File: config.mk
export PLATFORM = sky130hd
export DESIGN_NAME = tls_sni_extractor
export DESIGN_NICKNAME = d
export VERILOG_FILES = /design/src/rtl/tsx_pkg.sv /design/src/rtl/tsx_parser.sv /design/src/rtl/tsx_out_queue.sv /design/src/rtl/tls_sni_extractor.sv
export SDC_FILE = /design/constraint.sdc
export NUM_CORES = 1
export LEC_CHECK = 0
export BUFFER_PORTS_ARGS = -buffer_cell sky130_fd_sc_hd__buf_4
export CAP_MARGIN = 20
export CORE_MARGIN = 4
export CORE_UTILIZATION = 55
export CTS_CLUSTER_DIAMETER = 30
export DETAILED_ROUTE_END_ITERATION = 16
export PLACE_DENSITY = 0.82
export SYNTH_ARGS = -nofsm -noshare
export SYNTH_HDL_FRONTEND = slang
export SYNTH_HIERARCHICAL = 1
export SYNTH_SLANG_ARGS = --single-unit
File: constraint.sdc
create_clock -name aclk -period 8.7 [get_ports aclk]
set_input_delay 0.435 -clock aclk [delete_from_list [all_inputs] [get_ports aclk]]
set_output_delay 0.435 -clock aclk [all_outputs]
set_load 0.01 [all_outputs]
File: src/rtl/tsx_pkg.sv
// shared types, constants and state helpers for the tls server-name extractor
package tsx_pkg;

    localparam int unsigned MAX_PACKET_BYTES = 65536;
    localparam int unsigned OFF_W = $clog2(MAX_PACKET_BYTES + 1);
    localparam int unsigned LEN_W = 16;
    localparam int unsigned ACC_W = 24;
    localparam int unsigned REG_W = ACC_W + 1;
    localparam int unsigned CMP_W = ((OFF_W > LEN_W) ? OFF_W : LEN_W) + 2;
    localparam int unsigned QDEPTH = 4;
    localparam int unsigned PTR_W = $clog2(QDEPTH);
    localparam int unsigned CNT_W = $clog2(QDEPTH + 1);

    localparam logic [7:0] REC_HANDSHAKE = 8'd22;
    localparam logic [7:0] HS_CLIENT_HELLO = 8'd1;
    localparam int unsigned OFF_HS_TYPE = 5;
    localparam int unsigned OFF_LEN_FIRST = 6;
    localparam int unsigned OFF_LEN_LAST = 8;
    localparam int unsigned OFF_SID_LEN = 43;
    localparam int unsigned HS_HDR_BYTES = 9;

    localparam logic KIND_NAME = 1'b0;
    localparam logic KIND_STATUS = 1'b1;

    typedef enum logic [3:0] {
        PH_REC,
        PH_FIXED,
        PH_SID,
        PH_CSLEN,
        PH_CS,
        PH_COMPLEN,
        PH_COMP,
        PH_EXTSLEN,
        PH_EXTHDR,
        PH_EXTSKIP,
        PH_SNIHDR,
        PH_NAME,
        PH_DONE
    } phase_t;

    typedef enum logic [2:0] {
        ST_FOUND,
        ST_NOT_HS,
        ST_NOT_CH,
        ST_NO_SNI,
        ST_TRUNC
    } status_t;

    typedef struct packed {
        phase_t             phase;
        logic [OFF_W-1:0]   byte_offset;
        logic [LEN_W-1:0]   skip_remaining;
        logic [OFF_W-1:0]   region_end;
        logic [ACC_W-1:0]   acc;
        logic [LEN_W-1:0]   ext_len;
        logic [LEN_W-1:0]   name_remaining;
        status_t            outcome;
    } parse_state_t;

    typedef struct packed {
        logic       kind;
        logic [7:0] name_byte;
        logic       last;
        status_t    status;
    } out_item_t;

    typedef struct packed {
        logic       name_valid;
        logic       status_valid;
        out_item_t  name_item;
        out_item_t  status_item;
    } push_t;

    function automatic parse_state_t reset_state();
        parse_state_t s;
        s.phase = PH_REC;
        s.byte_offset = '0;
        s.skip_remaining = '0;
        s.region_end = '0;
        s.acc = '0;
        s.ext_len = '0;
        s.name_remaining = '0;
        s.outcome = ST_NO_SNI;
        return s;
    endfunction

    function automatic parse_state_t start_field(parse_state_t s_in, phase_t ph);
        parse_state_t s;
        s = s_in;
        s.phase = ph;
        s.skip_remaining = '0;
        s.acc = '0;
        s.ext_len = '0;
        return s;
    endfunction

    function automatic parse_state_t start_skip(parse_state_t s_in, logic [LEN_W-1:0] count,
                                                phase_t skip_ph, phase_t next_ph);
        parse_state_t s;
        s = s_in;
        if (count == '0) begin
            s = start_field(s, next_ph);
        end else begin
            s.phase = skip_ph;
            s.skip_remaining = count;
        end
        return s;
    endfunction

    function automatic parse_state_t skip_one(parse_state_t s_in, phase_t next_ph);
        parse_state_t s;
        s = s_in;
        if (s.skip_remaining != '0) begin
            s.skip_remaining = s.skip_remaining - LEN_W'(1);
        end
        if (s.skip_remaining == '0) begin
            s = start_field(s, next_ph);
        end
        return s;
    endfunction

endpackage

File: src/rtl/tsx_parser.sv
// client hello walker: per-byte state update and result generation
module tsx_parser (
    input  logic            aclk,
    input  logic            aresetn,
    input  logic            in_accept,
    input  logic [7:0]      data_byte,
    input  logic            end_of_packet,
    output tsx_pkg::push_t  push
);

    tsx_pkg::parse_state_t state_reg, state_next;
    logic [tsx_pkg::REG_W-1:0] region_sum;
    logic [tsx_pkg::CMP_W-1:0] off_w;
    logic emit_name;

    always_comb begin
        state_next = state_reg;
        emit_name = 1'b0;
        region_sum = '0;
        off_w = tsx_pkg::CMP_W'(state_reg.byte_offset);
        unique case (state_reg.phase)
            tsx_pkg::PH_REC: begin
                if (data_byte != tsx_pkg::REC_HANDSHAKE) begin
                    state_next.outcome = tsx_pkg::ST_NOT_HS;
                    state_next.phase = tsx_pkg::PH_DONE;
                end else begin
                    state_next.phase = tsx_pkg::PH_FIXED;
                end
            end
            tsx_pkg::PH_FIXED: begin
                if (state_reg.byte_offset == tsx_pkg::OFF_W'(tsx_pkg::OFF_HS_TYPE)) begin
                    if (data_byte != tsx_pkg::HS_CLIENT_HELLO) begin
                        state_next.outcome = tsx_pkg::ST_NOT_CH;
                        state_next.phase = tsx_pkg::PH_DONE;
                    end
                end else if (state_reg.byte_offset >= tsx_pkg::OFF_W'(tsx_pkg::OFF_LEN_FIRST)
                        && state_reg.byte_offset <= tsx_pkg::OFF_W'(tsx_pkg::OFF_LEN_LAST)) begin
                    state_next.acc = {state_reg.acc[15:0], data_byte};
                    if (state_reg.byte_offset == tsx_pkg::OFF_W'(tsx_pkg::OFF_LEN_LAST)) begin
                        region_sum = tsx_pkg::REG_W'(state_next.acc)
                                   + tsx_pkg::REG_W'(tsx_pkg::HS_HDR_BYTES);
                        if (region_sum > tsx_pkg::REG_W'(tsx_pkg::MAX_PACKET_BYTES)) begin
                            state_next.region_end = tsx_pkg::OFF_W'(tsx_pkg::MAX_PACKET_BYTES);
                        end else begin
                            state_next.region_end = tsx_pkg::OFF_W'(region_sum);
                        end
                    end
                end else if (state_reg.byte_offset == tsx_pkg::OFF_W'(tsx_pkg::OFF_SID_LEN)) begin
                    state_next = tsx_pkg::start_skip(state_reg, tsx_pkg::LEN_W'(data_byte),
                                                     tsx_pkg::PH_SID, tsx_pkg::PH_CSLEN);
                end
            end
            tsx_pkg::PH_SID: begin
                state_next = tsx_pkg::skip_one(state_reg, tsx_pkg::PH_CSLEN);
            end
            tsx_pkg::PH_CSLEN: begin
                state_next.acc = {8'h00, state_reg.acc[7:0], data_byte};
                state_next.skip_remaining = state_reg.skip_remaining + tsx_pkg::LEN_W'(1);
                if (state_next.skip_remaining == tsx_pkg::LEN_W'(2)) begin
                    state_next = tsx_pkg::start_skip(state_next, state_next.acc[15:0],
                                                     tsx_pkg::PH_CS, tsx_pkg::PH_COMPLEN);
                end
            end
            tsx_pkg::PH_CS: begin
                state_next = tsx_pkg::skip_one(state_reg, tsx_pkg::PH_COMPLEN);
            end
            tsx_pkg::PH_COMPLEN: begin
                state_next = tsx_pkg::start_skip(state_reg, tsx_pkg::LEN_W'(data_byte),
                                                 tsx_pkg::PH_COMP, tsx_pkg::PH_EXTSLEN);
            end
            tsx_pkg::PH_COMP: begin
                state_next = tsx_pkg::skip_one(state_reg, tsx_pkg::PH_EXTSLEN);
            end
            tsx_pkg::PH_EXTSLEN: begin
                state_next.skip_remaining = state_reg.skip_remaining + tsx_pkg::LEN_W'(1);
                if (state_next.skip_remaining == tsx_pkg::LEN_W'(2)) begin
                    state_next = tsx_pkg::start_field(state_next, tsx_pkg::PH_EXTHDR);
                end
            end
            tsx_pkg::PH_EXTHDR: begin
                if (state_reg.skip_remaining == '0
                        && !(off_w + tsx_pkg::CMP_W'(3)
                             < tsx_pkg::CMP_W'(state_reg.region_end))) begin
                    state_next.phase = tsx_pkg::PH_DONE;
                end else begin
                    if (state_reg.skip_remaining < tsx_pkg::LEN_W'(2)) begin
                        state_next.acc = {8'h00, state_reg.acc[7:0], data_byte};
                    end else begin
                        state_next.ext_len = {state_reg.ext_len[7:0], data_byte};
                    end
                    state_next.skip_remaining = state_reg.skip_remaining + tsx_pkg::LEN_W'(1);
                    if (state_next.skip_remaining == tsx_pkg::LEN_W'(4)) begin
                        if (state_next.acc == '0
                                && off_w + tsx_pkg::CMP_W'(1)
                                   + tsx_pkg::CMP_W'(state_next.ext_len)
                                   <= tsx_pkg::CMP_W'(state_reg.region_end)) begin
                            state_next = tsx_pkg::start_field(state_next, tsx_pkg::PH_SNIHDR);
                        end else begin
                            state_next = tsx_pkg::start_skip(state_next, state_next.ext_len,
                                                             tsx_pkg::PH_EXTSKIP,
                                                             tsx_pkg::PH_EXTHDR);
                        end
                    end
                end
            end
            tsx_pkg::PH_EXTSKIP: begin
                state_next = tsx_pkg::skip_one(state_reg, tsx_pkg::PH_EXTHDR);
            end
            tsx_pkg::PH_SNIHDR: begin
                state_next.skip_remaining = state_reg.skip_remaining + tsx_pkg::LEN_W'(1);
                if (state_next.skip_remaining >= tsx_pkg::LEN_W'(4)) begin
                    state_next.acc = {8'h00, state_reg.acc[7:0], data_byte};
                end
                if (state_next.skip_remaining == tsx_pkg::LEN_W'(5)) begin
                    state_next.name_remaining = state_next.acc[15:0];
                    if (state_next.name_remaining == '0) begin
                        state_next.phase = tsx_pkg::PH_DONE;
                    end else begin
                        state_next.outcome = tsx_pkg::ST_TRUNC;
                        state_next.phase = tsx_pkg::PH_NAME;
                    end
                end
            end
            tsx_pkg::PH_NAME: begin
                emit_name = 1'b1;
                if (state_reg.name_remaining != '0) begin
                    state_next.name_remaining = state_reg.name_remaining - tsx_pkg::LEN_W'(1);
                end
                if (state_next.name_remaining == '0) begin
                    state_next.outcome = tsx_pkg::ST_FOUND;
                    state_next.phase = tsx_pkg::PH_DONE;
                end
            end
            default: begin
                state_next.phase = tsx_pkg::PH_DONE;
            end
        endcase

        if (state_reg.byte_offset < tsx_pkg::OFF_W'(tsx_pkg::MAX_PACKET_BYTES)) begin
            state_next.byte_offset = state_reg.byte_offset + tsx_pkg::OFF_W'(1);
        end

        push.name_valid = in_accept && emit_name;
        push.name_item.kind = tsx_pkg::KIND_NAME;
        push.name_item.name_byte = data_byte;
        push.name_item.last = !end_of_packet;
        push.name_item.status = tsx_pkg::ST_FOUND;

        push.status_valid = in_accept && end_of_packet;
        push.status_item.kind = tsx_pkg::KIND_STATUS;
        push.status_item.name_byte = 8'h00;
        push.status_item.last = 1'b1;
        push.status_item.status = state_next.outcome;

        if (end_of_packet) begin
            state_next = tsx_pkg::reset_state();
        end
    end

    always_ff @(posedge aclk) begin
        if (!aresetn) begin
            state_reg <= tsx_pkg::reset_state();
        end else if (in_accept) begin
            state_reg <= state_next;
        end
    end

    // packet end always restarts at the record type byte
    assert property (@(posedge aclk) disable iff (!aresetn)
        push.status_valid |=> state_reg.phase == tsx_pkg::PH_REC && state_reg.byte_offset == '0)
        else $error("parser not restarted after packet end");

    // offset saturates at the packet limit
    assert property (@(posedge aclk) disable iff (!aresetn)
        state_reg.byte_offset <= tsx_pkg::OFF_W'(tsx_pkg::MAX_PACKET_BYTES))
        else $error("byte offset beyond packet limit");

    // a name byte is only produced while a name length is outstanding
    assert property (@(posedge aclk) disable iff (!aresetn)
        push.name_valid |-> state_reg.name_remaining != '0)
        else $error("name byte with no name length left");

endmodule

File: src/rtl/tsx_out_queue.sv
// result queue taking up to two items per cycle and draining one per cycle while out_ready is high
module tsx_out_queue (
    input  logic                aclk,
    input  logic                aresetn,
    input  tsx_pkg::push_t      push,
    output logic                space_ok,
    output logic                out_valid,
    input  logic                out_ready,
    output tsx_pkg::out_item_t  out_item
);

    tsx_pkg::out_item_t mem_reg [tsx_pkg::QDEPTH];
    logic [tsx_pkg::PTR_W-1:0] wr_ptr_reg, wr_ptr_next;
    logic [tsx_pkg::PTR_W-1:0] rd_ptr_reg, rd_ptr_next;
    logic [tsx_pkg::CNT_W-1:0] count_reg, count_next;
    logic [tsx_pkg::PTR_W-1:0] status_idx;
    logic [tsx_pkg::CNT_W-1:0] push_cnt;
    logic pop;

    always_comb begin
        out_valid = count_reg != '0;
        out_item = mem_reg[rd_ptr_reg];
        space_ok = count_reg <= tsx_pkg::CNT_W'(tsx_pkg::QDEPTH - 2);
        pop = out_valid && out_ready;
        push_cnt = tsx_pkg::CNT_W'(push.name_valid) + tsx_pkg::CNT_W'(push.status_valid);
        status_idx = wr_ptr_reg + tsx_pkg::PTR_W'(push.name_valid);
        wr_ptr_next = wr_ptr_reg + tsx_pkg::PTR_W'(push_cnt);
        rd_ptr_next = rd_ptr_reg + tsx_pkg::PTR_W'(pop);
        count_next = count_reg + push_cnt - tsx_pkg::CNT_W'(pop);
    end

    always_ff @(posedge aclk) begin
        if (push.name_valid) begin
            mem_reg[wr_ptr_reg] <= push.name_item;
        end
        if (push.status_valid) begin
            mem_reg[status_idx] <= push.status_item;
        end
    end

    always_ff @(posedge aclk) begin
        if (!aresetn) begin
            wr_ptr_reg <= '0;
            rd_ptr_reg <= '0;
            count_reg <= '0;
        end else begin
            wr_ptr_reg <= wr_ptr_next;
            rd_ptr_reg <= rd_ptr_next;
            count_reg <= count_next;
        end
    end

    assert property (@(posedge aclk) disable iff (!aresetn)
        count_reg <= tsx_pkg::CNT_W'(tsx_pkg::QDEPTH))
        else $error("result queue overflow");

    assert property (@(posedge aclk) disable iff (!aresetn)
        push_cnt != '0 |-> space_ok)
        else $error("push into queue without room for two items");

    assert property (@(posedge aclk) disable iff (!aresetn)
        !pop |=> count_reg == $past(count_reg) + $past(push_cnt))
        else $error("queue count lost track of pushed items");

    assert property (@(posedge aclk) disable iff (!aresetn)
        count_reg[tsx_pkg::PTR_W-1:0] == tsx_pkg::PTR_W'(wr_ptr_reg - rd_ptr_reg))
        else $error("queue pointers and count disagree");

endmodule

File: src/rtl/tls_sni_extractor.sv
// top level of the tls client hello server-name extractor
// Takes one TCP payload byte per cycle and accepts a byte in every cycle while the four-entry
// result queue has room for two items. Each accepted byte is parsed in the same cycle and its
// results are registered into the queue for draining. Name bytes come out as kind 0 items;
// the final byte of a packet adds a kind 1 status item, so that byte can yield two results,
// drained at one per cycle while m_tready is high. Sustained rate is one byte per cycle when m_tready stays high.
module tls_sni_extractor (
    input  logic        aclk,
    input  logic        aresetn,
    input  logic        s_tvalid,
    output logic        s_tready,
    input  logic [7:0]  s_tdata,   // data_byte [7:0]
    input  logic        s_tlast,   // end_of_packet
    output logic        m_tvalid,
    input  logic        m_tready,
    output logic [15:0] m_tdata,   // name_byte [7:0], status [10:8], zero [15:11]
    output logic        m_tlast,   // last_of_run
    output logic        m_tuser    // kind
);

    tsx_pkg::push_t push;
    tsx_pkg::out_item_t out_item;
    logic in_accept;

    assign in_accept = s_tvalid && s_tready;

    tsx_parser u_parser (
        .aclk          (aclk),
        .aresetn       (aresetn),
        .in_accept     (in_accept),
        .data_byte     (s_tdata),
        .end_of_packet (s_tlast),
        .push          (push)
    );

    tsx_out_queue u_out_queue (
        .aclk      (aclk),
        .aresetn   (aresetn),
        .push      (push),
        .space_ok  (s_tready),
        .out_valid (m_tvalid),
        .out_ready (m_tready),
        .out_item  (out_item)
    );

    assign m_tdata = {5'b00000, out_item.status, out_item.name_byte};
    assign m_tlast = out_item.last;
    assign m_tuser = out_item.kind;

endmodule
==> results of run 1 <==
[kinds of logic after synthesis]
family                   Yosys count
buffers and inverters            190
multiplexers                      82
flip-flops                       172
AO/OA/AOI/OAI                    381
XOR/XNOR                          90
adder cells (fa/ha/maj)           72
other                              3
AND/OR/NAND/NOR                  557
[tightest hold or removal path, delay by kind of cell]
family	cells	cell delay (ps)
buf+inv	1	200
simple gates	1	50
compound gates	1	120
[synth_stat cells, drive strengths merged (7+ instances only)]
| library cell | instances | area [um^2] |
|---|---|---|
| a211oi | 11 | 82.6 |
| a21boi | 10 | 75.1 |
| a21o | 13 | 97.6 |
| a21oi | 75 | 375 |
| a22o | 25 | 219 |
| a31oi | 30 | 188 |
| and2 | 33 | 206 |
| and3 | 17 | 106 |
| and4 | 7 | 61.3 |
| buf | 50 | 339 |
| clkbuf | 74 | 282 |
| dfxtp | 120 | 2400 |
| edfxtp | 52 | 1560 |
| ha | 70 | 876 |
| inv | 64 | 240 |
| mux2 | 53 | 597 |
| mux2i | 16 | 160 |
| mux4 | 13 | 293 |
| nand2 | 131 | 497 |
| nand2b | 15 | 93.8 |
| nand3 | 36 | 180 |
| nand4 | 23 | 144 |
| nor2 | 139 | 532 |
| nor2b | 16 | 100 |
| nor3 | 46 | 240 |
| nor3b | 8 | 60.1 |
| nor4 | 32 | 215 |
| o211ai | 7 | 52.6 |
| o21a | 10 | 75.1 |
| o21ai | 91 | 455 |
| o22ai | 9 | 56.3 |
| o2bb2ai | 31 | 272 |
| o31ai | 16 | 120 |
| or2 | 11 | 68.8 |
| or3 | 15 | 93.8 |
| or4 | 10 | 82.6 |
| xnor2 | 58 | 508 |
| xor2 | 32 | 288 |
[cell type report]
type	instances	area, um^2
Antenna cell	1	2.50
Fill cell	1983	9580
Inverter	66	248
Clock buffer	17	425
Sequential cell	172	3960
Clock inverter	15	196
Timing Repair Buffer	42	317
Tap cell	319	399
Multi-Input combinational cell	1201	8270
[per-stage QoR]
stage	power [mW]	util [%]	area [um^2]	setup WS (ps)	instances
after floorplan	1.47	-	13100	1790	1563
after global placement	1.68	56.3	13200	1340	1798
after detailed placement	1.70	56.4	13200	1050	1800
after CTS	2.49	59.1	13800	924	1832
after global routing	2.61	59.1	13800	57.5	1832
final	2.50	59.1	13800	778	1833
[per-layer routing]
metal / share of wire (%) / vias up
met3: 9.7 / 103
met5: 0 / -
li1: - / 5554
met4: 3.3 / 0
met1: 42 / 5718
met2: 45 / 660
[how the worst max path moves through the flow]
stage,startpoint,slack (ps),cells past startpoint,to
detailed placement,u_parser/state_reg[80]$_SDFFE_PN0P_,1050,29,u_parser/state_reg[80]$_SDFFE_PN0P_
CTS,u_parser/state_reg[80]$_SDFFE_PN0P_,920,29,u_parser/state_reg[80]$_SDFFE_PN0P_
global placement,u_parser/state_reg[80]$_SDFFE_PN0P_,1340,29,u_parser/state_reg[80]$_SDFFE_PN0P_
finish,u_parser/state_reg[80]$_SDFFE_PN0P_,780,29,u_parser/state_reg[46]$_SDFFE_PN0P_
global route,u_parser/state_reg[80]$_SDFFE_PN0P_,60,29,u_parser/state_reg[79]$_SDFFE_PN0P_
floorplan,u_parser/state_reg[84]$_SDFFE_PN0P_,1790,34,u_parser/state_reg[78]$_SDFFE_PN0P_
[power breakdown]
group / total [mW] / internal [mW] / switching [mW]
combinational: 0.795 / 0.322 / 0.473
sequential: 0.913 / 0.857 / 0.0569
clock: 0.788 / 0.398 / 0.390
total: 2.50 / 1.58 / 0.920
==> flow_metrics.py, run 1 <==
metrics = {
    "outcome": {
        "outcome": "finished clean",
    },
    "critical_path": {
        "crit_type": "reg2reg",
        "reg2reg_to": "u_parser/state_reg[46]$_SDFFE_PN0P_",
        "max_stage_delay_ps": 660,
        "required_ps": 9020,
        "crit_top_cell": "a21oi_1",
        "worst_path_dominant_cell_family": "compound AO/OA/AOI/OAI gates",
        "crit_fanout": 20,
        "crit_slowest_cell": "or4_1",
        "start_kind": "register",
        "reg2reg_depth": 29,
        "r2r_setup_slack_ps": 780,
        "critPathCaptureType": "register",
        "path_buf_inv": 2,
        "worstPathArrival_ps": 8240,
        "reg2reg_from": "u_parser/state_reg[80]$_SDFFE_PN0P_",
    },
    "timing": {
        "setup_tns_ps": 0,
        "period_share_pct": 91.1,
        "worstMarginPinSlew_ps": 963,
        "final_max_slew_viol_count": 0,
        "finalSetupViolations": 0,
        "max_freq_mhz": 126,
        "final_hold_viol_count": 0,
        "period_needed_ps": 7920,
        "slew_headroom_pct": 34.9,
        "rsz0062_at_grt": "false",
        "fin_skew_ps": 12.4,
        "holdWs_ps": 430,
    },
    "clock_tree": {
        "cts_buffers": 17,
        "cts_num_sinks": 172,
        "htree_levels": 4,
        "clockBufferDepth": 2,
        "ctsResizeCount": 0,
        "cts_tree": "yes",
        "post-cts-setup-buffer-count": 0,
        "clk-insertion-delay-late_ps": 440,
        "hold_buffers": 0,
        "clock-root-buffer": "clkbuf_16",
        "path_clk_slew_ps": 80,
    },
    "placed_design": {
        "numPortBuffers": 27,
        "gp_congestion": 1.00,
        "dp_hpwl_um": 27400,
    },
    "floorplanning": {
        "fp.dieArea_mm2": 0.0262,
        "core.rowCount": 56,
        "die_y_um": 162,
        "fp.dieW_um": 162,
        "io_pins": 33,
        "start_util_pct": 55.7,
        "coreArea_mm2": 0.0234,
    },
    "pwr": {
        "power.density_mw_per_mm2": 181,
        "p_leak_nw": 5.20,
        "peakVddDrop_uv": 129,
    },
    "yosys": {
        "ys_ff_latch": 172,
        "synthesis.area_mm2": 0.0130,
        "syn_inst": 1547,
        "yosys_warnings": 6,
        "synth-seq-area-share_pct": 30.4,
        "synthAdderAreaFrac_pct": 7.03,
        "async_flop_share_pct": 0,
        "synth_mux_area_share_pct": 8.06,
        "yosys.area_share.simple_pct": 22.0,
        "synth_xor_area_share_pct": 6.11,
        "synthFlopType": "dfxtp_1",
        "yosysUniqueCellTypes": 93,
        "synth_compound_area_share_pct": 19.6,
        "synth_top_family_by_area": "simple AND/OR/NAND/NOR gates",
        "synth_edf_count": 52,
        "syn_area_per_cell_um2": 8.42,
    },
    "global_routing": {
        "grt-busiest-layer": "met2",
        "track_usage_pct": 28.3,
        "overflow": 0,
        "met3_usage_pct": 5.89,
        "met1_usage_pct": 38.9,
        "grt_pass1_vias": 11100,
        "grt_pass1_wl_um": 60100,
        "grt_use_met2_pct": 44.4,
        "grt_max_degree": 44,
        "antenna_found_initial": 0,
    },
    "flow_run": {
        "maxCapViolations": 0,
    },
    "detailed_routing": {
        "vias": 12000,
        "drc": 0,
        "wire_per_inst_um": 20.7,
        "wl_um": 38000,
        "drt-initial-drc-count": 1432,
        "antenna_left": 0,
        "first_pass_iters": 8,
        "vias_per_cell": 6.57,
    },
    "cells_and_area": {
        "final_cell_mix": "137 x nor2_1, 129 x nand2_1, 120 x dfxtp_1",
        "fin_nets": 1585,
        "largest_reg_flops": 96,
        "areaGrowthSynthToFinish_pct": 6.10,
        "drive_gt1_share_pct": 11.0,
        "mostFrequentLayoutCell": "nor2_1",
    },
    "hold_path": {
        "hold_class": "in2reg",
        "min_from": "s_tdata[2]",
        "min_delay_worst_endpoint": "u_parser/state_reg[78]$_SDFFE_PN0P_",
        "hold_depth": 3,
    },
}
Note: power is estimated with default switching activity, not from simulation.
==> run 2: changes to the inputs <==
--- a/config.mk
+++ b/config.mk
@@ -5,7 +5,7 @@
 export SDC_FILE = /design/constraint.sdc
 export NUM_CORES = 1
 export LEC_CHECK = 0
-export BUFFER_PORTS_ARGS = -buffer_cell sky130_fd_sc_hd__buf_4
+export BUFFER_PORTS_ARGS = -buffer_cell sky130_fd_sc_hd__clkbuf_2
 export CAP_MARGIN = 20
 export CORE_MARGIN = 4
 export CORE_UTILIZATION = 55
@@ -14,5 +14,4 @@
 export PLACE_DENSITY = 0.82
 export SYNTH_ARGS = -nofsm -noshare
 export SYNTH_HDL_FRONTEND = slang
-export SYNTH_HIERARCHICAL = 1
 export SYNTH_SLANG_ARGS = --single-unit
==> run 2 against run 1 <==
- critical path type unchanged
- die area about the same
- synthesized area barely moved
- clock power is 3.6% higher
- synthesized cell count grew 7.8%
- routed wire length rose by 4.6%
- sequential share of layout area down 2.8 points
- non-clock buffer count is 6 lower
- maximum frequency is 0.64% higher
- clock-buffer cell count grew 1
==> flow_metrics.py, run 2 <==
metrics = {
    "critical_path": {
        "start_kind": "register",
        "crit_fanout": 23,
        "required_ps": 9030,
        "reg2reg_to": "u_parser.state_reg[35]$_SDFFE_PN0P_",
        "r2r_setup_slack_ps": 830,
        "worstPathArrival_ps": 8210,
        "reg2reg_depth": 26,
        "critPathCaptureType": "register",
        "reg2reg_from": "u_parser.state_reg[88]$_SDFFE_PN0P_",
        "crit_type": "reg2reg",
    },
    "outcome": {
        "outcome": "finished clean",
    },
    "floorplanning": {
        "core.rowCount": 56,
        "die_y_um": 162,
        "fp.dieW_um": 162,
        "start_util_pct": 55.7,
        "fp.dieArea_mm2": 0.0262,
        "coreArea_mm2": 0.0234,
        "io_pins": 33,
    },
    "placed_design": {
        "gp_congestion": 1.01,
        "dpl_cell_area_mm2": 0.0131,
        "numPortBuffers": 27,
        "dp_hpwl_um": 28600,
    },
    "global_routing": {
        "track_usage_pct": 29.5,
        "grt_pass1_vias": 11600,
        "grt_max_degree": 91,
        "antenna_found_initial": 0,
        "grt_pass1_wl_um": 62700,
        "overflow": 0,
    },
    "detailed_routing": {
        "first_pass_iters": 6,
        "antenna_left": 0,
        "drc": 0,
        "wl_um": 39800,
        "vias": 12900,
        "vias_per_cell": 6.64,
        "wire_per_inst_um": 20.5,
        "drt-initial-drc-count": 1692,
    },
    "hold_path": {
        "min_delay_worst_endpoint": "u_out_queue.mem_reg[1][12]$_SDFFE_PP1P_",
        "hold_class": "reg2reg",
        "min_from": "u_out_queue.mem_reg[1][12]$_SDFFE_PP1P_",
        "hold_depth": 2,
    },
    "yosys": {
        "ys_ff_latch": 172,
        "yosys-top-cells-count": "207 x nand2_1, 160 x dfxtp_1, 147 x nor2_1",
        "synthesis.area_mm2": 0.0130,
        "yosysUniqueCellTypes": 90,
        "syn_area_per_cell_um2": 7.82,
        "synth_edf_count": 12,
        "yosys.area.top_type": "dfxtp_1",
        "synth_area_leaders": "dfxtp_1 25%, ha_1 6.7%, nand2_1 6.0%",
        "synthMostInstantiatedCell": "nand2_1",
        "synth-seq-area-share_pct": 27.3,
        "synth_top_area_share_pct": 24.6,
        "yosys_warnings": 0,
        "syn_inst": 1667,
        "async_flop_share_pct": 0,
        "synthFlopType": "dfxtp_1",
    },
    "clock_tree": {
        "clk-insertion-delay-late_ps": 450,
        "post-cts-setup-buffer-count": 0,
        "ctsResizeCount": 0,
        "clockBufferDepth": 2,
        "clock-root-buffer": "clkbuf_16",
        "cts_tree": "yes",
        "cts_buffers": 17,
        "path_clk_slew_ps": 80,
        "htree_levels": 4,
        "hold_buffers": 0,
        "cts_num_sinks": 172,
    },
    "cells_and_area": {
        "largest_reg_flops": 96,
        "areaGrowthSynthToFinish_pct": 5.74,
        "drive_gt1_share_pct": 8.00,
        "mostFrequentLayoutCell": "nand2_1",
        "fin_nets": 1698,
        "final_cell_mix": "207 x nand2_1, 160 x dfxtp_1, 147 x nor2_1",
        "diodes": 0,
        "stdcell_area_mm2": 0.0138,
    },
    "timing": {
        "finalSetupViolations": 0,
        "final_max_slew_viol_count": 0,
        "slew_headroom_pct": 27.0,
        "max_freq_mhz": 127,
        "rsz0062_at_grt": "false",
        "fin_skew_ps": 12.8,
        "period_share_pct": 90.5,
        "worstMarginPinSlew_ps": 1090,
        "setup_tns_ps": 0,
        "period_needed_ps": 7870,
        "final_hold_viol_count": 0,
    },
    "pwr": {
        "p_leak_nw": 5.31,
        "power.density_mw_per_mm2": 182,
        "switchingPower_mw": 0.971,
        "intPower_mw": 1.54,
        "power_frac_seq_pct": 35.1,
        "power_frac_clock_pct": 32.5,
        "power.share.switching_pct": 38.7,
        "peakVddDrop_uv": 144,
        "combPwrFrac_pct": 32.3,
    },
    "flow_run": {
        "maxCapViolations": 0,
    },
}
## run 2: cell types whose count changed in the layout (fill, tap and decap cells not counted), sizes merged, moves of 28 or more
cell     delta
mux2       -34
dfxtp      +40
clkbuf     +28
edfxtp     -40
nand3      +30
o2bb2ai    -31
buf        -33
nand2      +77
## run 2: layer usage
layer | GRT usage [%] | vias to the layer above | routed length [um]
met5 | 0 | - | 0
met4 | 12.1 | 0 | 1800
met3 | 5.28 | 159 | 4250
met2 | 46.5 | 804 | 17400
met1 | 40.1 | 6025 | 16400
li1 | - | 5936 | -
## run 2: how the worst max path moves through the flow
stage,slack [ps],start,endpoint
after global routing,440,u_parser.state_reg[79]$_SDFFE_PN0P_,u_parser.state_reg[40]$_SDFFE_PN0P_
after global placement,1460,u_parser.state_reg[79]$_SDFFE_PN0P_,u_parser.state_reg[39]$_SDFFE_PN0P_
final,830,u_parser.state_reg[88]$_SDFFE_PN0P_,u_parser.state_reg[35]$_SDFFE_PN0P_
after CTS,1070,u_parser.state_reg[79]$_SDFFE_PN0P_,u_parser.state_reg[35]$_SDFFE_PN0P_
after detailed placement,1130,u_parser.state_reg[79]$_SDFFE_PN0P_,u_parser.state_reg[57]$_SDFFE_PN0P_
after floorplan,2280,u_parser.state_reg[88]$_SDFFE_PN0P_,u_parser.state_reg[47]$_SDFFE_PN0P_
## run 2: through the flow
stage | setup slack (ps) | cells | util, % | hold WS [ps] | power, mW
2_1_floorplan | 2280 | 1671 | - | 419 | 1.49
3_3_place_gp | 1460 | 1913 | 56.2 | 428 | 1.66
3_5_place_dp | 1130 | 1913 | 56.2 | 438 | 1.68
4_1_cts | 1070 | 1945 | 58.9 | 443 | 2.48
5_1_grt | 439 | 1945 | 58.9 | 475 | 2.60
6_report | 829 | 1945 | 58.9 | 451 | 2.51
## run 2: power by group through the flow
stage	clock (mW)	combinational (mW)	sequential (mW)
2_1_floorplan	0	0.629	0.861
3_3_place_gp	0	0.767	0.897
4_1_cts	0.815	0.787	0.880
5_1_grt	0.843	0.870	0.888
3_5_place_dp	0	0.780	0.899
6_report	0.816	0.812	0.881
## run 2: layout make-up
type                    count  area, um^2
fillers                  2044        9620
multi-input cells        1331        8780
flip-flops and latches    172        3560
clock buffers              18         450
well taps                 319         399
inverters                  55         206
repair buffers             36         203
clock inverters            14         184
## run 2: cell families (layout without fill, tap and decap cells)
| kind of cell | Yosys count | after routing | synth area share (%) |
|---|---|---|---|
| buffers and inverters | 168 | 123 | 5.48 |
| DFF | 172 | 172 | 27.3 |
| xor gates and xnor gates | 88 | 88 | 5.97 |
| other | 1 | 5 | 0.0288 |
| muxes | 69 | 69 | 6.73 |
| adders and majority gates | 72 | 72 | 7.03 |
| AOI/OAI and AO/OA | 401 | 401 | 20.5 |
| and+or+nand+nor | 696 | 696 | 27.0 |
## run 2: worst max-delay path, cell delays in order, from the launching register on
cell and delay [ps]:
dfxtp_1 460, nor4_2 590, nand4_1 230, nor3_2 610, buf_4 330, mux2_2 390
ha_1 370, nor2b_1 180, o31a_1 270, o21ai_0 480, nor2b_1 110, o21ai_0 170
nand2_1 110, a21oi_1 150, o21bai_1 90, xor2_1 160, ha_1 300, a211oi_1 220
o21bai_1 110, a21o_1 180, a221o_1 350, a211oi_1 280, o21ai_1 230, a21boi_2 330
o31ai_1 160, a211o_1 580, a22o_1 340
